--- src/rtl/core/mvs_pkg.sv ---
`timescale 1ns / 1ps
// ----------------------------------------------------------------------------
// mvs_pkg: shared types and constants for the mode-of-value-set block
// Token layout passed from cell to cell and default sizing.
// ----------------------------------------------------------------------------
package mvs_pkg;

  localparam int VALUE_W          = 32;
  localparam int OUT_CNT_W        = 16;
  localparam int MAX_DISTINCT_DEF = 64;
  localparam int COUNT_BITS_DEF   = 16;

  typedef struct packed {
    logic               valid;
    logic               has_value;
    logic               last;
    logic [VALUE_W-1:0] value;
    logic [VALUE_W-1:0] best_val;
  } tok_t;

endpackage

--- src/rtl/core/mvs_cell.sv ---
`timescale 1ns / 1ps
// ----------------------------------------------------------------------------
// mvs_cell: one counting cell of the chain
// Holds one distinct value and its count; matches, allocates, scans for the
// best count on the last item of a set and clears itself behind that item.
// ----------------------------------------------------------------------------
module mvs_cell
  import mvs_pkg::*;
#(
  parameter int COUNT_BITS = COUNT_BITS_DEF
) (
  input  logic                  clk,
  input  logic                  rst_n,
  input  logic                  en,
  input  tok_t                  tok_i,
  input  logic [COUNT_BITS-1:0] best_cnt_i,
  output tok_t                  tok_o,
  output logic [COUNT_BITS-1:0] best_cnt_o
);

  localparam logic [COUNT_BITS-1:0] CNT_MAX = {COUNT_BITS{1'b1}};
  localparam logic [COUNT_BITS-1:0] CNT_ONE = {{(COUNT_BITS-1){1'b0}}, 1'b1};

  logic [VALUE_W-1:0]    val_r, val_nxt;
  logic [COUNT_BITS-1:0] cnt_r, cnt_nxt, cnt_upd;
  tok_t                  tok_r, tok_nxt;
  logic [COUNT_BITS-1:0] best_r, best_nxt;
  logic                  used, live, match, alloc;

  always_comb begin
    used    = (cnt_r != '0);
    live    = tok_i.valid && tok_i.has_value;
    match   = live && used && (val_r == tok_i.value);
    alloc   = live && !used;
    cnt_upd = cnt_r;
    if (match && (cnt_r != CNT_MAX)) cnt_upd = cnt_r + CNT_ONE;
    if (alloc) cnt_upd = CNT_ONE;
    val_nxt = alloc ? tok_i.value : val_r;
    cnt_nxt = cnt_upd;
    tok_nxt = tok_i;
    best_nxt = best_cnt_i;
    tok_nxt.has_value = tok_i.has_value && !(match || alloc);
    if (tok_i.valid && tok_i.last) begin
      if (cnt_upd > best_cnt_i) begin
        best_nxt         = cnt_upd;
        tok_nxt.best_val = alloc ? tok_i.value : val_r;
      end
      cnt_nxt = '0;
    end
  end

  always_ff @(posedge clk) begin
    if (!rst_n) begin
      cnt_r       <= '0;
      tok_r.valid <= 1'b0;
    end else if (en) begin
      cnt_r <= cnt_nxt;
      tok_r <= tok_nxt;
    end
  end

  always_ff @(posedge clk) begin
    if (en) begin
      val_r  <= val_nxt;
      best_r <= best_nxt;
    end
  end

  assign tok_o      = tok_r;
  assign best_cnt_o = best_r;

endmodule

--- config.mk ---
export PLATFORM = sky130hd
export DESIGN_NAME = mvs_cell
export DESIGN_NICKNAME = d
export VERILOG_FILES = /design/src/rtl/core/mvs_pkg.sv /design/src/rtl/core/mvs_cell.sv
export SDC_FILE = /design/constraint.sdc
export NUM_CORES = 1
export LEC_CHECK = 0
export ABC_AREA = 1
export BUFFER_PORTS_ARGS = -buffer_cell sky130_fd_sc_hd__buf_2
export CORE_AREA = 3 3 115 117
export CTS_BUF_LIST = sky130_fd_sc_hd__clkbuf_8
export CTS_CLUSTER_SIZE = 16
export DETAILED_ROUTE_END_ITERATION = 8
export DIE_AREA = 0 0 118 120
export MAX_ROUTING_LAYER = met4
export PLACE_DENSITY = 0.8
export SLEW_MARGIN = 20
export SYNTH_ARGS = -nofsm -noshare
export SYNTH_HDL_FRONTEND = slang
export SYNTH_SLANG_ARGS = --single-unit
--- constraint.sdc ---
create_clock -name clk -period 4.9 [get_ports clk]
set_clock_uncertainty 0.2 [all_clocks]
set_input_delay 0.98 -clock clk [delete_from_list [all_inputs] [get_ports clk]]
set_output_delay 0.98 -clock clk [all_outputs]
set_load 0.05 [all_outputs]
# [Word level (Yosys, flattened, before mapping)]
# Index checks and enable logic that the tools add are counted.
# W data, S select, Z words.
[word_totals] reg_bits=131 inputBits=86 out_inout_bits=83 wordCells=32
[classes] add_sub_neg=1 n_lt_le_gt_ge=1 n_eq_ne=2 muxes=8 reduce_logical=12
[ops] op="$mux W32" count=3
[ops] op="$mux W16" count=5
[ops] op="$eq A32 B32 Y1" count=1
[ops] op="$add A16 B1 Y16 const B" count=1
[ops] op="$gt A16 B16 Y1" count=1
[ops] op="$ne A16 B16 Y1 const B" count=1
[ops] op="$reduce_bool A16 Y1" count=1
[ops] op="$logic_and A1 B1 Y1" count=7
[ops] op="$logic_not A1 Y1" count=2
[ops] op="$reduce_and A2 Y1" count=1
[ops] op="$logic_or A1 B1 Y1" count=1

# [Depth between registers and ports, before layout]
# Gate-level depths: netlist (run 1).
[logic_depth] depth_word=9 depth_mapped=28 ltp_nobuf=26

# [Worst setup path before layout (run 1)]
# No wires, ideal clock.
[synth_path] path_type="input port to flip-flop" startpoint="in tok_i[60] (netlist bit)" endpoint="reg tok_r (netlist bit tok_o[15]), data pin" setup_ns=0.252 t_arrival_ns=3.985 required_ns=4.448 slack_ns=0.463 path_stages=23 path_buffers=2 path_cell_list="xnor2_1 > nand2_1 > nor2_1 > nand3_1 > nor2_2 > nand3_2 > inv_2 > nand2_1 > nor2_2 > nand2_1 > nor3_2 > nand3_1 > nand2_1 > inv_2 > ha_1 > nand2_1 > nor4b_1 > nand4_1 > o211a_1 > buf_4 > buf_2 > nand3_1 > nand2_1"
[synth_lines] item="from (decl)" line="mvs_cell.sv:15" rtl="input tok_t tok_i,"
[synth_lines] item="to (signal assigned)" line="mvs_cell.sv:58" rtl="tok_r <= tok_nxt;"
[synth_lines] item="to (decl)" line="mvs_cell.sv:26" rtl="tok_t tok_r, tok_nxt;"

==> metrics.cfg, run 1 <==
[clocking]
clk_pin_slew_ns=0.08
root_buffer=clkbuf_8
tritoncts=built
cts_inserted_buffers=17
htreeDepth=4
hold_buffers=0
cts_sinks=131
cts.repair.resized=0
clockBufferDepth=2
cts_setup_buffers=0
insertion_delay_ns=0.45

[place]
port_buffers=168
hpwl_um=12530
place_congestion=0.9167
dp.cells=1132

[die]
num_io_pins=169
die_area_um2=14160
core.rowCount=41
start_util_pct=55.04
die_w_um=118
die_h_um=120
core_area_um2=12470

[yosys]
synth-seq-area-share_pct=54.85
synth_area_leader_cell=edfxtp_1
ys_ff_latch=131
syn_area_per_cell_um2=8.588
synth_top_area_share_pct=49.89
netlist_top_cells_area=edfxtp_1 50%, nand2_1 16%, inv_1 5.4%
synth_nets=902
synth_cell_types=34
yosysWarnings=0
syn_area_um2=6862
synthCells=799

[layout]
final_nets=1082
instances_no_fill=1167
multiInputGateArea_um2=2577
fillers=1008
drive_gt1_share_pct=23.29
regArea_um2=3764
areaGrowthSynthToFinish_pct=22.12

[timing]
drv_slew=0
tightest_slew_ns=0.6160
final-setup-viol-count=0
setup_tns_ns=0
max_freq_mhz=225.2
whs_ns=0.2938
max_slew_margin_pct=58.93
rsz0062_at_grt=false
min_period_ns=4.440
hold_violations=0
period_share_pct=90.62

[setup_path]
critPathSlowestCell=nor4b_1
crit_path_max_fanout=34
crit_top_cell=nand2_1
end_kind=flip-flop
startpoint_type=input pin
cp.required_ns=4.90
critPathTopFamily=simple AND/OR/NAND/NOR gates
crit_arrival_ns=4.44
path_class=in2reg
worst_path_largest_cell_delay_ns=0.39
cp_num_buf_inv=6

[min_path]
hp-class=reg2reg

[global_route]
grt_usage_pct=25.20
grt_use_met1_pct=31.35
globalRouteMet3Util_pct=5.608
grt_pass1_vias=5664
grt_max_degree=54
grt_busiest_layer=met2
grt_util_met2_pct=40.93
grt_pass1_wl_um=27500
antenna_found_initial=3
overflow=0

[outcome]
status=complete, no violations

[detailed_routing]
drtIter0Drc=479
drcViolationCount=0
dr.pass1.iters=8
routedWlPerCell_um=14.53
vias_per_cell=5.118
num_vias=5973
wirelength_um=16960
ant_nets=0

[flow_run]
cap_violations=0

[power]
power_mw=2.696
vdd_drop_max_mv=0.1230
power_density_nw_per_um2=321.7
p_leak_nw=4.002

worst reg2reg max path: stages (launching register included):
cell and delay [ns]:
dfxtp_1 0.39, ha_1 0.22, nand2_1 0.08, nor2_2 0.13, nand2_1 0.08, nor3_2 0.19, nand3_1 0.16, nand3_2 0.14
inv_2 0.04, nand2_1 0.10, nor2_2 0.06, nand2_1 0.12, nor3_2 0.06, buf_4 0.14, nand2_1 0.05, nand2_1 0.05
nand2_1 0.07, inv_2 0.04, ha_1 0.28, nand2_1 0.07, nor4b_1 0.39, buf_4 0.19, nand4_1 0.07, o211a_1 0.29
buf_12 0.19, nand3_1 0.14, nand2_1 0.07
stage by stage:
step                util, %  setup slack, ns  instance area, um^2
floorplan                 -           0.4627                 6862
global placement      63.77          0.03778                 7949
detailed placement    63.77         0.005590                 7949
CTS                   67.16           0.4642                 8372
global route          67.22          0.05214                 8379
finish                67.22           0.4597                 8379
cell families after synthesis:
logic type	Yosys count	synth area share, %
AO/OA/AOI/OAI	66	5.124
XOR/XNOR	18	2.298
adder cells (fa/ha/maj)	17	3.100
buffers and inverters	127	7.586
flip-flops	131	54.85
AND/OR/NAND/NOR	440	27.04
routing by layer:
layer  vias up  wire, um
li1       2981         -
met5         -         0
met3        26      1069
met4         0       278
met2       241      8347
met1      2725      7263
path summary, 6_finish.rpt:
check | startpoint | to | slack (ns) | depth (start not counted)
worst max-delay path | tok_i[42] | tok_o[7]$_DFFE_PP_ | 0.46 | 26
worst min-delay path | cnt_r[15]$_SDFFE_PN0P_ | cnt_r[15]$_SDFFE_PN0P_ | 0.29 | 2
worst max register to register | cnt_r[1]$_SDFFE_PN0P_ | tok_o[7]$_DFFE_PP_ | 0.65 | 26
worst min register to register | cnt_r[15]$_SDFFE_PN0P_ | cnt_r[15]$_SDFFE_PN0P_ | 0.29 | 2
final cells by class:
class / instances / share of cell area [%]
antenna: 3 / 0.08959
clock buffer: 17 / 2.792
clock inverter: 15 / 2.255
inverter: 103 / 4.614
multi-input combinational: 541 / 30.76
sequential: 131 / 44.92
tap: 172 / 2.568
timing repair buffer: 185 / 12.01
sequential cells by signal, summed over array words and instances (netlist names):
register,flops
best_cnt_o,16
cnt_r,16
tok_o,67
val_r,32
power breakdown:
part           internal (mW)  total, mW  switching, mW
clock                  0.548      0.975          0.427
combinational          0.109      0.408          0.300
sequential              1.29       1.31         0.0255
synth_stat cells (all sizes together):
cell type	number
o21a	2
edfxtp	114
o21ai	29
nand3	69
inv	102
nand4	14
clkinv	1
o21bai	1
o211a	1
dfxtp	17
and3	1
o22ai	2
nor2	47
xnor2	9
ha	17
xor2	9
buf	13
clkbuf	11
nor3	7
a21oi	29
nor4b	2
a31o	1
nor3b	3
nand2	294
a211oi	1
nor4	3
cell usage in the layout (no fill, tap or decap), types with 3 or more instances in the layout:
cell and n:
buf_2 168, nor2_2 4, bufinv_16 4, clkinv_1 5, clkbuf_8 17, buf_12 3
nor4_1 3, nand3_1 67, nand2_1 291, clkinvlp_4 3, ha_1 17, diode_2 3
inv_1 97, a21oi_1 29, inv_2 5, nor3_1 5, edfxtp_1 114, nand2_2 3
xnor2_1 9, nand4_1 14, nor2_1 43, dfxtp_1 17, xor2_1 9, o21ai_0 29
buf_4 14
No activity file was read; power rests on OpenSTA's default activity.
==> run 2, diff against run 1 <==
--- a/config.mk
+++ b/config.mk
@@ -9,10 +9,10 @@
 export BUFFER_PORTS_ARGS = -buffer_cell sky130_fd_sc_hd__buf_2
 export CORE_AREA = 3 3 115 117
 export CTS_BUF_LIST = sky130_fd_sc_hd__clkbuf_8
+export CTS_CLUSTER_DIAMETER = 30
 export CTS_CLUSTER_SIZE = 16
 export DETAILED_ROUTE_END_ITERATION = 8
 export DIE_AREA = 0 0 118 120
-export MAX_ROUTING_LAYER = met4
 export PLACE_DENSITY = 0.8
 export SLEW_MARGIN = 20
 export SYNTH_ARGS = -nofsm -noshare
==> metrics.cfg, run 2 (same netlist as run 1, synthesis figures left out) <==
[power]
p_switching_mw=0.7257
sw_frac_of_total_pct=28.49
p_leak_nw=4.004
vdd_drop_max_mv=0.1313
combPwrFrac_pct=15.9
seqPwrFrac_pct=51.5
p_int_mw=1.821
clock_power_share_pct=32.5
power_mw=2.547
power_density_nw_per_um2=306.4

[global_route]
grt_max_degree=54
grt_use_met1_pct=30.45
grt_pass1_wl_um=26970
grt_pass1_vias=5638
grt_busiest_layer=met2
globalRouteMet3Util_pct=5.844
grt_usage_pct=24.19
antenna_found_initial=2
overflow=0
grt_util_met2_pct=41.29

[detailed_routing]
routedWlPerCell_um=14.41
vias_per_cell=5.045
wirelength_um=16810
num_vias=5882
ant_nets=0
dr.pass1.iters=5
drcViolationCount=0
drtIter0Drc=449

[clocking]
htreeDepth=4
cts_inserted_buffers=17
cts_setup_buffers=0
clockBufferDepth=2
cts_sinks=131
clk_pin_slew_ns=0.07
insertion_delay_ns=0.45
hold_buffers=0
tritoncts=built
root_buffer=clkbuf_8

[setup_path]
crit_arrival_ns=4.36
startpoint_type=input pin
path_class=in2reg
end_kind=flip-flop
cp.required_ns=4.90
crit_path_max_fanout=34

[place]
port_buffers=168
hpwl_um=12430
placed_cell_area_um2=7949
place_congestion=0.8997

[timing]
rsz0062_at_grt=false
hold_violations=0
whs_ns=0.2928
period_share_pct=88.90
drv_slew=0
min_period_ns=4.356
tightest_slew_ns=0.9007
max_slew_margin_pct=39.87
max_freq_mhz=229.6
setup_tns_ns=0
final-setup-viol-count=0

[layout]
mostFrequentLayoutCell=nand2_1
final_nets=1082
largest_register_ffs=67
most-common-layout-cells=291 x nand2_1, 168 x buf_2, 114 x edfxtp_1
areaGrowthSynthToFinish_pct=21.17
final_util_pct=66.70
drive_gt1_share_pct=23.08
stdcell_area_um2=8314

[outcome]
status=complete, no violations

[die]
start_util_pct=55.04
die_area_um2=14160
die_h_um=120
core.rowCount=41
num_io_pins=169
core_area_um2=12470
die_w_um=118

[min_path]
hp-class=reg2reg

[flow_run]
cap_violations=0

## run 2: routing by layer
layer	up-vias	part of all wire [%]
li1	2981	-
met1	2660	44
met2	212	48
met3	29	6.1
met4	0	1.7
met5	-	0
## run 2: final cells by class
class / count / area [um^2]
Fill cell: 1061 / 4151
Sequential cell: 131 / 3764
Multi-Input combinational cell: 541 / 2584
Timing Repair Buffer: 185 / 1006
Inverter: 103 / 386.6
Clock buffer: 20 / 275.3
Tap cell: 172 / 215.2
Clock inverter: 12 / 78.83
Antenna cell: 2 / 5.005
## run 2: stage by stage
stage | cells | worst slack [ns]
floorplan | 799 | 0.4627
global placement | 1132 | 0.03939
detailed placement | 1132 | -0.01740
CTS | 1164 | 0.4425
global route | 1166 | 0.1464
finish | 1166 | 0.5441
## run 2: critical path, stage by stage
cell and delay [ns]:
buf_2 0.12, xnor2_1 0.23, nand3_1 0.10, nor2_1 0.11, nand2_1 0.09, nor2_2 0.15, nand3_2 0.13, inv_2 0.08
nand2_1 0.08, nor2_2 0.13, nand2_1 0.13, nor3_2 0.16, nand3_1 0.09, nand2_1 0.08, inv_2 0.04, ha_1 0.28
nand2_1 0.08, nor4b_2 0.35, buf_4 0.17, nand4_1 0.06, o211a_1 0.29, buf_12 0.19, nand3_1 0.13, nand2_1 0.07
## run 2: timing repair
item | 4_1_cts | 5_1_grt
endpoints found under the hold margin | 0 | 0
resized for setup | 0 | 1
setup endpoints to repair | 0 | 3
## run 2: power by group through the flow
stage	Combinational [mW]	Sequential (mW)	Clock, mW
6_report	0.406	1.31	0.829
5_1_grt	0.443	1.32	0.882
4_1_cts	0.406	1.31	0.836
3_5_place_dp	0.405	1.34	0
3_3_place_gp	0.401	1.33	0
2_1_floorplan	0.141	1.47	0
## run 2: path summary, 6_finish.rpt
check	start	endpoint	slack, ns	cells after the start
min	cnt_r[15]$_SDFFE_PN0P_	cnt_r[15]$_SDFFE_PN0P_	0.29	2
max reg2reg	cnt_r[0]$_SDFFE_PN0P_	tok_o[16]$_DFFE_PP_	0.69	26
max	tok_i[34]	tok_o[16]$_DFFE_PP_	0.54	24
min reg2reg	cnt_r[15]$_SDFFE_PN0P_	cnt_r[15]$_SDFFE_PN0P_	0.29	2
==> run 3, diff against run 2 <==
--- a/config.mk
+++ b/config.mk
@@ -5,15 +5,14 @@
 export SDC_FILE = /design/constraint.sdc
 export NUM_CORES = 1
 export LEC_CHECK = 0
-export ABC_AREA = 1
 export BUFFER_PORTS_ARGS = -buffer_cell sky130_fd_sc_hd__buf_2
-export CORE_AREA = 3 3 115 117
+export CORE_AREA = 3 3 113 115
 export CTS_BUF_LIST = sky130_fd_sc_hd__clkbuf_8
 export CTS_CLUSTER_DIAMETER = 30
 export CTS_CLUSTER_SIZE = 16
 export DETAILED_ROUTE_END_ITERATION = 8
-export DIE_AREA = 0 0 118 120
-export PLACE_DENSITY = 0.8
+export DIE_AREA = 0 0 116 118
+export PLACE_DENSITY = 0.79
 export SLEW_MARGIN = 20
 export SYNTH_ARGS = -nofsm -noshare
 export SYNTH_HDL_FRONTEND = slang
==> metrics.cfg, run 3 <==
[clocking]
clockBufferDepth=2
hold_buffers=0
clk_pin_slew_ns=0.07
htreeDepth=4
cts_sinks=131
root_buffer=clkbuf_8
insertion_delay_ns=0.46
tritoncts=built
cts_inserted_buffers=17

[layout]
stdcell_area_um2=8328
diodes=0
mostFrequentLayoutCell=buf_2
final_nets=788
areaGrowthSynthToFinish_pct=28.69
most-common-layout-cells=168 x buf_2, 114 x edfxtp_1, 61 x mux2_2
largest_register_ffs=67
drive_gt1_share_pct=49.28

[place]
place_congestion=0.8954
port_buffers=168
placed_cell_area_um2=7775
hpwl_um=11380

[setup_path]
r2r_end=best_cnt_o[11]$_DFFE_PP_
critPathSlowestCell=nor4_4
crit_arrival_ns=4.75
crit_path_max_fanout=8
end_kind=flip-flop
cp-startpoint=tok_i[38]
critPathTopFamily=simple AND/OR/NAND/NOR gates
reg2reg_slack_ns=0.23
rr_startpoint=cnt_r[4]$_SDFFE_PN0P_
reg2reg_depth=19
path_class=in2reg
cp.required_ns=4.90
cp_num_buf_inv=6
worst_path_largest_cell_delay_ns=0.38
startpoint_type=input pin
worstPathCellList=buf_2 > xnor2_1 > nand4_1 > nor4_4 > buf_4 > nand3_1 > a21oi_2 > buf_4 > buf_4 > mux2i_1 > nor2_1 > ha_1 > nand2b_1 > a211oi_2 > o21ai_0 > nand4b_1 > o21ai_0 > a31oi_1 > nand3_4 > buf_4 > clkbuf_16 > mux2_4
crit_top_cell=buf_4

[yosys]
netlist_top_cells_area=edfxtp_1 53%, mux2_2 11%, xnor2_1 5.3%
synth_cell_types=49
syn_area_um2=6471
synth-seq-area-share_pct=58.16
synthCells=464
synth_nets=567
ys_ff_latch=131
synth_top_area_share_pct=52.90
synthArstFlopShare_pct=0
synth_edf_count=114
syn_area_per_cell_um2=13.95
synth_area_leader_cell=edfxtp_1
yosys.cell_count.top_type=edfxtp_1
yosysWarnings=0
ys.flop_type=edfxtp_1
synth_common_cells=114 x edfxtp_1, 61 x mux2_2, 39 x xnor2_1

[detailed_routing]
ant_nets=0
drtIter0Drc=410
num_vias=4690
wl_met3_um=1118
routedWlPerCell_um=19.03
wl_met1_um=6387
wirelength_um=16080
topRoutingLayerUsed=met4
dr.pass1.iters=5
drcViolationCount=0
wl_met2_um=8332
vias_per_cell=5.550

[timing]
whs_ns=0.3448
final-setup-viol-count=0
tightest_slew_ns=0.8796
hold_violations=0
max_slew_margin_pct=41.36
max_freq_mhz=210.7
period_share_pct=96.85
setup_tns_ns=0
drv_slew=0
min_period_ns=4.746

[die]
core_area_um2=11910
die_area_um2=13690
core.rowCount=40
num_io_pins=169
start_util_pct=54.33
die_w_um=116
die_h_um=118

[min_path]
hp-class=reg2reg
holdPathStages=2
hold_path_end=tok_o[66]$_SDFFE_PN0P_
min_from=tok_o[66]$_SDFFE_PN0P_

[global_route]
grt_pass1_wl_um=24160
grt_pass1_vias=4818
grt_usage_pct=22.94
grt_max_degree=67
overflow=0
antenna_found_initial=0

[flow_run]
cap_violations=0

[outcome]
status=complete, no violations

[power]
vdd_drop_max_mv=0.2083
p_leak_nw=3.474
power_mw=2.647
power_density_nw_per_um2=317.9

run 3: where the power goes:
part | internal, mW | leakage, nW | switching (mW) | total [mW]
Clock | 0.446 | 0.190 | 0.435 | 0.881
Sequential | 1.30 | 1.23 | 0.0274 | 1.32
Combinational | 0.143 | 2.06 | 0.299 | 0.442
Total | 1.89 | 3.47 | 0.762 | 2.65
run 3: cell type report:
cell class	count	area [um^2]
clock inverter	15	142.6
clock buffer	17	234.0
inverter	26	97.59
sequential	131	3764
fill	843	3583
timing repair buffer	219	1334
multi-input combinational	290	2572
tap	147	183.9
run 3: worst max-delay path by stage:
| stage | end | slack [ns] | cells after the start |
|---|---|---|---|
| detailed placement | best_cnt_o[11]$_DFFE_PP_ | -0.43 | 20 |
| global placement | best_cnt_o[3]$_DFFE_PP_ | -0.29 | 19 |
| finish | tok_o[13]$_DFFE_PP_ | 0.15 | 22 |
| global route | tok_o[27]$_DFFE_PP_ | -0.04 | 22 |
| CTS | best_cnt_o[10]$_DFFE_PP_ | 0.01 | 20 |
| floorplan | tok_o[12]$_DFFE_PP_ | 0.18 | 19 |
run 3: what timing repair did:
| action | 4_1_cts | 5_1_grt |
|---|---|---|
| buffers inserted | 0 | 3 |
| setup endpoints to repair | 0 | 48 |
| gates resized for setup | 0 | 13 |
| endpoints found under the hold margin | 0 | 0 |
run 3: through the flow:
step                instances  util, %  setup WS (ns)
floorplan                 464        -         0.1838
CTS                       838    68.43        0.01124
global placement          806    65.27        -0.2947
detailed placement        806    65.27        -0.4262
global route              845    69.92       -0.03515
finish                    845    69.92         0.1542
run 3: cells by family (layout without fill, tap and decap cells):
logic type / Yosys count / after routing / synth area share [%]
xor gates and xnor gates: 43 / 43 / 5.820
and+or+nand+nor: 97 / 97 / 8.681
adders and majority gates: 17 / 17 / 3.287
buffers and inverters: 43 / 277 / 3.016
muxes: 83 / 83 / 15.49
DFF: 131 / 131 / 58.16
AOI/OAI and AO/OA: 50 / 50 / 5.549
run 3: per-layer routing:
metal / global-route usage [%] / vias up
li1: - / 2194
met4: 6.672 / 0
met2: 40.61 / 210
met3: 6.581 / 17
met1: 26.66 / 2269
met5: 0 / -
run 3: tightest hold or removal path, stage by stage (launching register included):
cell,delay [ns]
dfxtp_1,0.32
mux2i_1,0.13
nor2b_1,0.06
