`config.mk`:
```
export PLATFORM = sky130hd
export DESIGN_NAME = mvs_out
export DESIGN_NICKNAME = d
export VERILOG_FILES = /design/src/rtl/core/mvs_pkg.sv /design/src/rtl/core/mvs_out.sv
export SDC_FILE = /design/constraint.sdc
export NUM_CORES = 1
export LEC_CHECK = 0
export BUFFER_PORTS_ARGS = -buffer_cell sky130_fd_sc_hd__clkbuf_2
export CORE_UTILIZATION = 40
export CTS_CLUSTER_SIZE = 16
export DETAILED_ROUTE_END_ITERATION = 12
export HOLD_SLACK_MARGIN = 0.05
export PLACE_DENSITY = 0.83
export SYNTH_ARGS = -nofsm -noshare
export SYNTH_HDL_FRONTEND = slang
export SYNTH_SLANG_ARGS = --single-unit
```
`constraint.sdc`:
```
create_clock -name clk -period 5.5 [get_ports clk]
set_clock_uncertainty 0.05 [all_clocks]
set_input_delay 0.825 -clock clk [delete_from_list [all_inputs] [get_ports clk]]
set_output_delay 0.825 -clock clk [all_outputs]
set_load 0.02 [all_outputs]
```
`src/rtl/core/mvs_pkg.sv`:
```
`timescale 1ns / 1ps
// ----------------------------------------------------------------------------
// mvs_pkg: shared types and constants for the mode-of-value-set block
// Token layout passed from cell to cell and default sizing.
// ----------------------------------------------------------------------------
package mvs_pkg;

  localparam int VALUE_W          = 32;
  localparam int OUT_CNT_W        = 16;
  localparam int MAX_DISTINCT_DEF = 64;
  localparam int COUNT_BITS_DEF   = 16;

  typedef struct packed {
    logic               valid;
    logic               has_value;
    logic               last;
    logic [VALUE_W-1:0] value;
    logic [VALUE_W-1:0] best_val;
  } tok_t;

endpackage

```
`src/rtl/core/mvs_out.sv`:
```
`timescale 1ns / 1ps
// ----------------------------------------------------------------------------
// mvs_out: chain tail and result register
// Tracks dropped values of the current set and forms the result item.
// ----------------------------------------------------------------------------
module mvs_out
  import mvs_pkg::*;
#(
  parameter int COUNT_BITS = COUNT_BITS_DEF
) (
  input  logic                  clk,
  input  logic                  rst_n,
  input  tok_t                  tok_i,
  input  logic [COUNT_BITS-1:0] best_cnt_i,
  output logic                  advance,
  output logic                  out_valid,
  input  logic                  out_ready,
  output logic [VALUE_W-1:0]    out_mode_value,
  output logic [OUT_CNT_W-1:0]  out_repeat_count,
  output logic                  out_mode_found,
  output logic                  out_overflow
);

  localparam int W = (COUNT_BITS > OUT_CNT_W) ? COUNT_BITS : OUT_CNT_W;
  localparam logic [W-1:0] SAT = W'({OUT_CNT_W{1'b1}});
  localparam logic [W-1:0] ONE = W'(1);

  logic                 valid_r, valid_nxt;
  logic                 drop_r, drop_nxt;
  logic [VALUE_W-1:0]   val_r;
  logic [OUT_CNT_W-1:0] cnt_r;
  logic                 found_r, ovf_r;
  logic [W-1:0]         best_w;
  logic                 done;

  always_comb begin
    best_w    = W'(best_cnt_i);
    done      = tok_i.valid && tok_i.last;
    advance   = !(done && valid_r && !out_ready);
    valid_nxt = valid_r && !out_ready;
    drop_nxt  = drop_r;
    if (advance && tok_i.valid) begin
      drop_nxt = drop_r || tok_i.has_value;
      if (tok_i.last) begin
        valid_nxt = 1'b1;
        drop_nxt  = 1'b0;
      end
    end
  end

  always_ff @(posedge clk) begin
    if (!rst_n) begin
      valid_r <= 1'b0;
      drop_r  <= 1'b0;
    end else begin
      valid_r <= valid_nxt;
      drop_r  <= drop_nxt;
    end
  end

  always_ff @(posedge clk) begin
    if (advance && done) begin
      val_r   <= tok_i.best_val;
      cnt_r   <= (best_w > SAT) ? OUT_CNT_W'(SAT) : OUT_CNT_W'(best_w);
      found_r <= (best_w > ONE);
      ovf_r   <= drop_r || tok_i.has_value;
    end
  end

  assign out_valid        = valid_r;
  assign out_mode_value   = val_r;
  assign out_repeat_count = cnt_r;
  assign out_mode_found   = found_r;
  assign out_overflow     = ovf_r;

`ifndef SYNTHESIS
  a_stall_only_on_full: assert property (@(posedge clk) disable iff (!rst_n)
    !advance |-> (valid_r && !out_ready))
    else $error("chain stalled without a waiting result");
  a_no_repeat_form: assert property (@(posedge clk) disable iff (!rst_n)
    (valid_r && !found_r) |-> (cnt_r == OUT_CNT_W'(1) && val_r == '0))
    else $error("result without repeat is malformed");
  a_found_count: assert property (@(posedge clk) disable iff (!rst_n)
    (valid_r && found_r) |-> (cnt_r > OUT_CNT_W'(1)))
    else $error("found result with count below two");
  a_drop_cleared: assert property (@(posedge clk) disable iff (!rst_n)
    (advance && done) |=> !drop_r)
    else $error("dropped flag survived end of set");
`endif

endmodule
```
* After elaboration in Yosys (flattened, before gate mapping)
Cells that the tools add are included.
** Word-level totals
- Bits in registers :: 52
- Latch bits :: 0
- RAM bits :: 0
- Memory bits (read-only) :: 0
- Bits of input ports :: 86
- Output and inout port bits :: 52
- Logic and storage cells :: 20
- Memories :: 0
** Operators by class
- $add $sub $neg :: 0
- Multiply operators :: 0
- Div/mod/pow operators :: 0
- $lt $le $gt $ge :: 2
- Equality and inequality tests :: 0
- Shifts and indexed selects :: 0
- Multiplexer cells :: 3
- Bitwise operators :: 0
- Reductions and logical operators :: 9
** Operators by type and width (count)
- 16-bit by 1-bit > comparator with 1-bit output (second input constant) :: 1
- 16-bit > comparator (second input constant) :: 1
- 1-bit logical AND :: 6
- 1-bit 2-to-1 mux :: 3
- 1-bit logical NOT :: 2
- 1-bit logical OR :: 1

* Logic depth before layout (Yosys ltp)
Gate-level depths: netlist (run 1).
- Word-level depth :: 6
- Depth in mapped cells :: 2
- Depth with buffers taken out :: 2

* Worst setup path before layout (run 1)
OpenSTA, ideal clock, no wires.
- Kind :: input to register
- Start point :: input tok_i[64] (netlist bit)
- End point :: register found_r (netlist: out_mode_found), enable pin
- Setup time :: 458 ps
- Arrival :: 2995 ps
- Data required time :: 4992 ps
- Path slack :: 1997 ps
- Stages :: 2
- Buffers on the path :: 0
- Path through :: nand2_1 nor2_1
** Between the ends
- Word-level cells in the longest chain between the ends :: 5
** Ends and longest elaborated chain
- from (decl) :: line mvs_out.sv:13 : input tok_t tok_i,
- 1-bit logical AND (*) :: line mvs_out.sv:38 : done = tok_i.valid && tok_i.last;
- 1-bit logical AND (2 in series) :: line mvs_out.sv:39 : advance = !(done && valid_r && !out_ready);
- 1-bit logical NOT :: line mvs_out.sv:39
- 1-bit logical AND (*) :: line mvs_out.sv:62 : if (advance && done) begin
- to (signal assigned) :: line mvs_out.sv:65 : found_r <= (best_w > ONE);
- to (decl) :: line mvs_out.sv:32 : logic found_r, ovf_r;
Every way passes the cells marked *; elsewhere a longest branch is shown, timed or not.
A chain may end at the register's enable or synchronous reset.

* Worst setup path in the final report (run 1)
- Start point :: input out_ready
- End point :: output advance
** Between the ends
- Word-level cells in the longest chain between the ends :: 3
** Ends and longest elaborated chain
- from (decl) :: line mvs_out.sv:17 : input logic out_ready,
- 1-bit logical NOT :: line mvs_out.sv:39
- 1-bit logical AND :: line mvs_out.sv:39
- 1-bit logical NOT :: line mvs_out.sv:39
- to (decl) :: line mvs_out.sv:15 : output logic advance,
No other way between the ends.

==> results of run 1 <==
[final timing paths]
check	startpoint	to	slack, ns	cells after the start
worst max register to register	out_valid$_SDFF_PN0_	out_mode_value[12]$_DFFE_PP_	3.76	3
worst max-delay path	out_ready	advance	3.29	4
worst min register to register	out_valid$_SDFF_PN0_	out_valid$_SDFF_PN0_	0.47	2
worst min-delay path	out_valid$_SDFF_PN0_	out_valid$_SDFF_PN0_	0.47	2
[cell usage in the layout (no fill, tap or decap)]
master	netlist	layout
nor2b_4	1	1
edfxtp_1	50	50
nand2b_1	2	2
nand3_1	1	1
or2_2	1	1
clkbuf_2	0	105
a21boi_0	1	1
dfxtp_1	2	2
nand4_1	1	1
nor4_1	3	3
clkinvlp_4	0	1
o2111a_1	1	1
buf_4	0	1
nor3_1	1	1
clkbuf_8	0	5
clkinv_4	0	1
nand2_1	1	1
nor2_4	0	1
clkbuf_1	0	1
a21o_1	1	1
[routing by layer]
layer  global-route usage (%)  wire (um)
met5                        0          0
met4                     9.84         40
met3                     6.03        381
met2                     27.7       1750
met1                     20.1       1390
[layout make-up]
cell class                 instances  area [um^2]
clock inverter                     2         16.3
clock buffer                       6         72.6
fill                             305         1470
sequential                        52         1540
multi-input combinational         15          109
timing repair buffer             106          533
tap                               48         60.1
[where the power goes]
part | switching (uW) | internal, uW
registers | 5.19 | 454
logic | 41.7 | 25.9
clock network | 115 | 90.5
[critical path, delay by kind of cell]
family	cells	cell delay (ns)
and+or+nand+nor	2	0.24
buffers and inverters	2	0.27
[state kept, by name, indices dropped and copies added, names as in the netlist]
register          flops
out_valid             1
out_repeat_count     16
out_overflow          1
out_mode_found        1
drop_r                1
out_mode_value       32
[logic make-up (layout without fill, tap and decap cells)]
group | Yosys count | count (layout)
simple gates | 12 | 12
buf+inv | 0 | 114
flops | 52 | 52
compound gates | 3 | 3
[per-stage QoR]
step	total power [uW]	area [um^2]
floorplan	498	1640
global placement	533	2240
detailed placement	537	2240
CTS	744	2330
global route	764	2330
finish	732	2330
==> summary.md, run 1 <==
| Metric | Value |
|---|---|
| Die height | `~66 um` |
| Crit end category | `output port` |
| Antenna cells | `0` |
| Fin crit period | `~2.2 ns` |
| Primary FF master, synth | `edfxtp_1` |
| Async SR Flop Fraction | `0%` |
| Synth area leader | `edfxtp_1` |
| Top cells by count, synth | `edfxtp_1 (50), nor4_1 (3), dfxtp_1 (2), nand2b_1 (2)` |
| Setup Fix Bufs, Post-CTS | `0` |
| Synth warn | `0` |
| Slowest stage cell, crit path | `clkbuf_2` |
| Fin crit share | `between 40% and 50%` |
| Clk root buf | `clkbuf_8` |
| Vias in the first global route | `992` |
| Measured slew at the worst slew-check pin | `around 0.47 ns` |
| Worst-path cell chain | `clkbuf_2 -> nor2b_4 -> nand3_1 -> clkbuf_2` |
| # setup viols final | `0` |
| Clock-pin transition on the worst setup and hold timing paths | `roughly 0.080 ns` |
| CP Data Arrival Time | `~1.3 ns` |
| Area fraction of the dominant cell type after synthesis | `between 90% and 100%` |
| Final Hold Violating Endpoints | `0` |
| FMAX | `around 0.45 GHz` |
| Setup tns final | `0 ns` |
| First-pass GRT wire length | `between 5 and 6 mm` |
| Post-Synth Simple-Gate Area | `4.57%` |
| Routed WL per cell | `15.6 um` |
| Most used cell, CP | `clkbuf_2` |
| 1st-pass router iterations | `4` |
| RSZ-0062 raised after global routing | `no` |
| CTS resizes | `0` |
| Boundary Pins | `roughly 140` |
| Pre-CTS WS | `about 3.2 ns` |
| Top post-synthesis cells by area | `edfxtp_1 (91%), dfxtp_1 (2.4%), nor4_1 (1.1%), nor2b_4 (0.84%), nand2b_1 (0.76%)` |
| Number of synthesized register bits | `52` |
| Overflow after GRT | `0` |
| Final core occ | `between 60% and 70%` |
| Full die area | `between 4000 and 5000 um^2` |
| Largest family of logic cells by synthesized area | `simple AND/OR/NAND/NOR gates` |
| Drt total wl | `around 3.6 mm` |
| Initial antenna violation count | `0` |
| Clock latency on the worst-skew pair | `between 0.2 and 0.3 ns` |
| DRC viols | `0` |
| Layout Cells excl Fill | `between 200 and 250` |
| Max_slew headroom | `about two thirds` |
| Netlist Area Pre-Place | `about 1600 um^2` |
| Gpl congestion | `approximately 0.67` |
| Kind of critical path | `primary input to output port` |
| Cells after Synth | `67` |
| Fraction of layout cells with a size suffix above 1 | `between 60% and 70%` |
| Synth-to-Final Area Change | `42.0%` |
| CTS buffer count | `5` |
| Final WS setup | `3.29 ns` |
| Hold Path Class | `flop to flop` |
| DR vias | `roughly 1000` |
| Complex-gate fraction of the synthesized area | `1.60%` |
| Leak | `0.00100 uW` |
| First DRT Iteration DRCs | `85` |
| Fin nets | `266` |
| MaxCap Viol Count | `0` |
| H-tree depth | `2` |
| Width of the die | `66.1 um` |
| CTS Sinks | `52` |
| IO Port Bufs | `between 100 and 150` |
| CTS tree | `built` |
| Slew Limit Fails | `0` |
| Starting density of the core | `roughly 43%` |
| Sequential cell area fraction in the yosys report | `a little over nine tenths` |
| Maximum vdd ir drop | `about 150 uV` |
| Post-synth EDFFs | `50` |
| Critical path required time | `4.62 ns` |
| GRT Total Usage | `17.3%` |
| Syn Nets | `about 150` |
| CTS Buffer Depth | `2` |
| Post-Synth Adder-Cell Area | `0%` |
| CTS Hold Bufs | `0` |
| Drt via density | `4.57` |
| Rows | `22` |
| Worst-path fanout max | `3` |
| Most common cell in the netlist | `edfxtp_1` |
| XOR/XNOR Fraction of Synth Area | `0%` |
| Critical path's largest stage delay | `between 0.15 and 0.2 ns` |
| Multiplexer share of the synthesized area | `0%` |
| Routed Antenna Nets | `0` |
| Mean Syn Cell Area | `approximately 25 um^2` |
| Crit start category | `primary input` |
| Hold WS | `0.473 ns` |
| PD cells | `about 310 nW/um^2` |
| CORE AREA | `3800 um^2` |
| Placed insts | `around 220` |
| Largest net degree at the start of global routing | `35` |
| Status | `complete, no violations` |
| Post-synthesis cell type count | `14` |
No activity file was read; power rests on OpenSTA's default activity.
==> run 2: changes to the inputs <==
--- a/config.mk
+++ b/config.mk
@@ -6,11 +6,11 @@
 export NUM_CORES = 1
 export LEC_CHECK = 0
 export BUFFER_PORTS_ARGS = -buffer_cell sky130_fd_sc_hd__clkbuf_2
-export CORE_UTILIZATION = 40
+export CORE_UTILIZATION = 34
 export CTS_CLUSTER_SIZE = 16
 export DETAILED_ROUTE_END_ITERATION = 12
 export HOLD_SLACK_MARGIN = 0.05
-export PLACE_DENSITY = 0.83
+export PLACE_DENSITY = 0.75
 export SYNTH_ARGS = -nofsm -noshare
 export SYNTH_HDL_FRONTEND = slang
 export SYNTH_SLANG_ARGS = --single-unit
==> constraint.sdc (replaced) <==
create_clock -name clk -period 1.8 [get_ports clk]
set_clock_uncertainty 0.05 [all_clocks]
set_input_delay 0.27 -clock clk [delete_from_list [all_inputs] [get_ports clk]]
set_output_delay 0.27 -clock clk [all_outputs]
set_load 0.02 [all_outputs]
==> run 2 against run 1 <==
Net effect:
- non-clock buffer count is the same
- hold slack lost 0.38 ns
- final area grew 0.75%
- global-route usage shrank 5.4 points
- sequential power grew to 3.1 times the previous value
- critical path depth shrank 1
==> summary.md, run 2 (synthesis gave the netlist of run 1 again) <==
| Metric | Value |
|---|---|
| Fin crit share | `between 70% and 80%` |
| Setup Fix Bufs, Post-CTS | `0 (unchanged)` |
| Overflow after GRT | `0 (unchanged)` |
| Antenna cells | `0 (unchanged)` |
| Maximum vdd ir drop | `298 uV (was 154 uV)` |
| Routed WL per cell | `13.7 um (was 15.6 um)` |
| Routed Antenna Nets | `0 (unchanged)` |
| Combinational share of power | `9.3% (was 9.2%)` |
| Status | `complete, no violations (unchanged)` |
| Gpl congestion | `0.634 (was 0.667)` |
| Full die area | `5110 um^2 (was 4370 um^2)` |
| GRT Total Usage | `11.9% (was 17.3%)` |
| Register area | `1540 um^2 (unchanged)` |
| Clock Power Share | `28.2% (was 28.1%)` |
| Clock latency on the worst-skew pair | `0.29 ns (about the same)` |
| IO Port Bufs | `105 (unchanged)` |
| Critical path required time | `1.48 ns (was 4.62 ns)` |
| Hold Path Class | `primary input to flop (was flop to flop)` |
| # setup viols final | `0 (unchanged)` |
| DR vias | `1044 (was 1047)` |
| Die height | `71.5 um (was 66.1 um)` |
| MaxCap Viol Count | `0 (unchanged)` |
| Worst R2R Setup Slack | `0.57 ns (was 3.76 ns)` |
| Vias in the first global route | `1005 (was 992)` |
| DRC viols | `0 (unchanged)` |
| Area of the multi-input gates | `109 um^2 (unchanged)` |
| Fill cells | `364 (was 305)` |
| Internal | `1740 uW (was 570 uW)` |
| Kind of critical path | `flop to output port (was primary input to output port)` |
| Psw | `495 uW (was 162 uW)` |
| Measured slew at the worst slew-check pin | `0.303 ns (was 0.469 ns)` |
| H-tree depth | `2 (unchanged)` |
| RSZ-0062 raised after global routing | `no (unchanged)` |
| CP Data Arrival Time | `1.10 ns (was 1.33 ns)` |
| CTS Hold Bufs | `0 (unchanged)` |
| Switching share of power | `22.1% (was 22.2%)` |
| First-pass GRT wire length | `4.53 mm (was 5.12 mm)` |
| Width of the die | `71.5 um (was 66.1 um)` |
| First DRT Iteration DRCs | `66 (was 85)` |
| Rows | `24 (was 22)` |
| CTS resizes | `0 (unchanged)` |
| Boundary Pins | `138 (unchanged)` |
| Synth-to-Final Area Change | `43.0% (was 42.0%)` |
| Setup tns final | `0 ns (unchanged)` |
| Initial antenna violation count | `0 (unchanged)` |
| CORE AREA | `4500 um^2 (was 3800 um^2)` |
| 1st-pass router iterations | `4 (unchanged)` |
| Crit end category | `output port (unchanged)` |
| Share of total power in sequential cells | `62.4% (was 62.7%)` |
| Fin nets | `266 (unchanged)` |
| Fin crit period | `between 1 and 1.5 ns` |
| Most frequent cells in the layout | `clkbuf_2 (105), edfxtp_1 (50), clkbuf_8 (5) (unchanged)` |
| Clk root buf | `clkbuf_8 (unchanged)` |
| Clock-pin transition on the worst setup and hold timing paths | `0.09 ns (was 0.08 ns)` |
| PD cells | `953 nW/um^2 (was 314 nW/um^2)` |
| Placed insts | `225 (was 221)` |
| Slew Limit Fails | `0 (unchanged)` |
| CTS tree | `built (unchanged)` |
| Fraction of layout cells with a size suffix above 1 | `64.1% (unchanged)` |
| Crit start category | `flop (was primary input)` |
| Max reg flops | `32 (unchanged)` |
| Final HPWL DP | `2.48 mm` |
| CTS buffer count | `5 (unchanged)` |
| Starting density of the core | `36.5% (was 43.2%)` |
| Final Hold Violating Endpoints | `0 (unchanged)` |
| Largest net degree at the start of global routing | `51 (was 35)` |
| Drt via density | `4.48 (was 4.57)` |
| CTS Sinks | `52 (unchanged)` |
| Commonest non-fill, non-tap cell in the layout | `clkbuf_2 (unchanged)` |
| Worst-path fanout max | `3 (unchanged)` |
| Layout Cells excl Fill | `233 (was 229)` |
| Drt total wl | `3.20 mm (was 3.57 mm)` |
| Max_slew headroom | `79.6% (was 68.7%)` |
| CTS Buffer Depth | `2 (unchanged)` |
| FMAX | `between 0.7 and 0.8 GHz` |
| Leak | `0.00101 uW (was 0.00100 uW)` |
==> run 2: changes by cell type in the layout (fill, tap and decap cells not counted) <==
cell,before,now
buf_12,0,1
buf_4,1,0
==> run 2: worst paths after layout <==
check	startpoint	depth (start not counted)	end
worst max-delay path	out_valid$_SDFF_PN0_	3	advance
worst min-delay path	tok_i[5]	1	out_mode_value[5]$_DFFE_PP_
worst max register to register	out_valid$_SDFF_PN0_	3	out_repeat_count[11]$_DFFE_PP_
worst min register to register	out_valid$_SDFF_PN0_	2	out_valid$_SDFF_PN0_
==> run 2: cell type report <==
class / count / share of cell area (%)
sequential: 52 / 65.6
timing repair buffer: 106 / 23.2
multi-input combinational: 15 / 4.63
clock buffer: 6 / 3.09
tap: 52 / 2.77
clock inverter: 2 / 0.692
==> run 2: routing by layer <==
metal	up-vias	share of wire [%]	routed length [um]	global-route usage (%)
met5	-	0	0	0
met4	0	1.4	44	5.23
met3	6	10	321	5.06
met2	64	50	1610	21.5
met1	480	38	1230	12.0
li1	494	-	-	-
==> run 2: power by group through the flow <==
stage / logic, uW / registers, uW / clock network, uW
floorplan: 28.8 / 1490 / 0
global placement: 207 / 1420 / 0
detailed placement: 212 / 1430 / 0
CTS: 212 / 1400 / 656
global route: 223 / 1400 / 690
finish: 209 / 1400 / 632
==> run 2: stage by stage <==
stage,hold slack (ns),utilization (%),cell area (um^2),setup slack [ns],power [uW]
4_1_cts,0.0841,52.2,2350,0.353,2270
5_1_grt,0.0780,52.2,2350,0.308,2320
6_report,0.0947,52.2,2350,0.376,2240
2_1_floorplan,0.319,-,1650,0.0560,1520
3_3_place_gp,0.397,50.2,2260,0.543,1630
3_5_place_dp,0.399,50.2,2260,0.514,1640
==> run 2: critical path, stage by stage (launching register included) <==
cell and delay, ns:
dfxtp_1 0.37, nor2b_4 0.20, nand3_1 0.09, clkbuf_2 0.16
==> run 3: changes to the inputs <==
==> constraint.sdc (replaced) <==
create_clock -name clk -period 1.2 [get_ports clk]
set_clock_uncertainty 0.05 [all_clocks]
set_input_delay 0.18 -clock clk [delete_from_list [all_inputs] [get_ports clk]]
set_output_delay 0.18 -clock clk [all_outputs]
set_load 0.02 [all_outputs]
==> run 3 against run 2 <==
Net effect:
- the run now ends with negative setup slack left
- clock power grew 42%
- power grew 54%
- flip-flop and latch count is the same
- sequential share of layout area shrank 12 points
- combinational power grew 120%
- critical path type is now flop to flop
- largest power group unchanged
==> summary.md, run 3 (synthesis gave the netlist of run 1 again) <==
| Metric | Value |
|---|---|
| Routed WL per cell | `13.4 um (was 13.7 um)` |
| Final Cell Area | `2890 um^2 (was 2350 um^2)` |
| Most frequent cells in the layout | `clkbuf_2 (104), edfxtp_1 (50), dlygate4sd3_1 (48) (was clkbuf_2 (105), edfxtp_1 (50), clkbuf_8 (5))` |
| First-pass GRT wire length | `5.29 mm (was 4.53 mm)` |
| Gpl congestion | `0.686 (was 0.634)` |
| Drt total wl | `3.78 mm (was 3.20 mm)` |
| Max reg flops | `32 (unchanged)` |
| HP Start | `rst_n (was tok_i[5])` |
| Kind of critical path | `flop to flop (was flop to output port)` |
| Drt via density | `4.41 (was 4.48)` |
| Crit start category | `flop (unchanged)` |
| Antenna cells | `0 (unchanged)` |
| Synth-to-Final Area Change | `75.9% (was 43.0%)` |
| Routed Antenna Nets | `0 (unchanged)` |
| CTS tree | `built (unchanged)` |
| FMAX | `just under 0.8 GHz` |
| CTS buffer count | `5 (unchanged)` |
| CP Data Arrival Time | `1.21 ns (was 1.10 ns)` |
| MaxCap Viol Count | `0 (unchanged)` |
| Max_slew headroom | `83.2% (was 79.6%)` |
| Boundary Pins | `138 (unchanged)` |
| Clock-pin transition on the worst setup and hold timing paths | `0.08 ns (was 0.09 ns)` |
| Crit end category | `flop (was output port)` |
| Fin crit share | `105%` |
| Failing checks | `negative setup slack` |
| DR vias | `1248 (was 1044)` |
| CTS Sinks | `52 (unchanged)` |
| Setup crit start | `out_valid$_SDFF_PN0_ (unchanged)` |
| Maximum vdd ir drop | `697 uV (was 298 uV)` |
| Fin nets | `317 (was 266)` |
| Critical path required time | `1.15 ns (was 1.48 ns)` |
| Width of the die | `71.5 um (unchanged)` |
| Final Hold Violating Endpoints | `0 (unchanged)` |
| Starting density of the core | `36.5% (unchanged)` |
| Setup tns final | `-2.77 ns (was 0 ns)` |
| 1st-pass router iterations | `3 (was 4)` |
| # setup viols final | `52 (was 0)` |
| Die height | `71.5 um (unchanged)` |
| Worst-path fanout max | `26 (was 3)` |
| Clk root buf | `clkbuf_8 (unchanged)` |
| Largest net degree at the start of global routing | `27 (was 51)` |
| Hold Path Class | `primary input to flop (unchanged)` |
| Initial antenna violation count | `0 (unchanged)` |
| Final core occ | `64.1% (was 52.2%)` |
| CTS Buffer Depth | `2 (unchanged)` |
| Overflow after GRT | `0 (unchanged)` |
| Fin crit period | `1.27 ns` |
| Leak | `0.00123 uW (was 0.00101 uW)` |
| First DRT Iteration DRCs | `44 (was 66)` |
| Dpl cell area | `2280 um^2 (was 2260 um^2)` |
| Fraction of layout cells with a size suffix above 1 | `53.2% (was 64.1%)` |
| Rows | `24 (unchanged)` |
| Full die area | `5110 um^2 (unchanged)` |
| Crit Reg-Reg Startpoint | `out_valid$_SDFF_PN0_ (unchanged)` |
| Status | `finished with violations (was complete, no violations)` |
| PD cells | `1200 nW/um^2 (was 953 nW/um^2)` |
| IO Port Bufs | `105 (unchanged)` |
| GRT Total Usage | `14.2% (was 11.9%)` |
| RSZ-0062 raised after global routing | `yes (was no)` |
| Measured slew at the worst slew-check pin | `0.250 ns (was 0.303 ns)` |
| Clock latency on the worst-skew pair | `0.29 ns (about the same)` |
| Vias in the first global route | `1163 (was 1005)` |
| Final WS setup | `-0.0655 ns (was 0.376 ns)` |
| CORE AREA | `4500 um^2 (unchanged)` |
| Final Power | `3460 uW (was 2240 uW)` |
| H-tree depth | `2 (unchanged)` |
| Commonest non-fill, non-tap cell in the layout | `clkbuf_2 (unchanged)` |
| DRC viols | `0 (unchanged)` |
| Slew Limit Fails | `0 (unchanged)` |
run 3: cell type report:
cell class | count | area (um^2)
repair buffers | 157 | 1070
fillers | 331 | 1620
multi-input cells | 15 | 133
clock buffers | 6 | 72.6
clock inverters | 1 | 5.00
well taps | 52 | 65.1
flip-flops and latches | 52 | 1540
run 3: path summary, 6_finish.rpt:
kind                                  endpoint  slack, ns  cells after the start
hold reg to reg         out_overflow$_DFFE_PP_       0.51                      1
setup reg to reg  out_mode_value[18]$_DFFE_PP_      -0.07                      4
setup / recovery  out_mode_value[18]$_DFFE_PP_      -0.07                      4
hold / removal             drop_r$_SDFFE_PN0P_       0.08                      2
run 3: report_power, final:
part | internal, uW | total [uW] | switching, uW | leakage, uW
clock network | 397 | 895 | 498 | 0.0000410
registers | 2080 | 2100 | 20.0 | 0.000484
logic | 238 | 464 | 226 | 0.000704
run 3: layer usage:
layer / wire length [um] / vias up / track usage [%] / share of wire, %
li1: - / 597 / - / -
met1: 1450 / 575 / 14.9 / 38
met2: 1980 / 71 / 26.5 / 52
met3: 322 / 5 / 5.34 / 8.5
met4: 30 / 0 / 3.92 / 0.79
met5: 0 / - / 0 / 0
run 3: critical path, stage by stage (launching register included):
cell,delay [ns]
dfxtp_2,0.34
nor2b_4,0.13
buf_6,0.11
nor2_4,0.13
buf_12,0.20
run 3: timing repair:
item                       CTS  global route
hold endpoints to repair    48             0
hold buffers                48             0
pin swaps                    0             1
setup buffers                1             1
setup endpoints to repair    1            52
gates resized for setup      1             7
run 3: metrics by stage:
stage	setup slack (ns)	std cells	hold slack [ns]
finish	-0.0655	283	0.0782
global route	-0.104	283	0.0737
CTS	-0.0773	282	0.0564
detailed placement	0.0481	226	0.309
global placement	0.0606	226	0.307
floorplan	-0.482	67	0.229
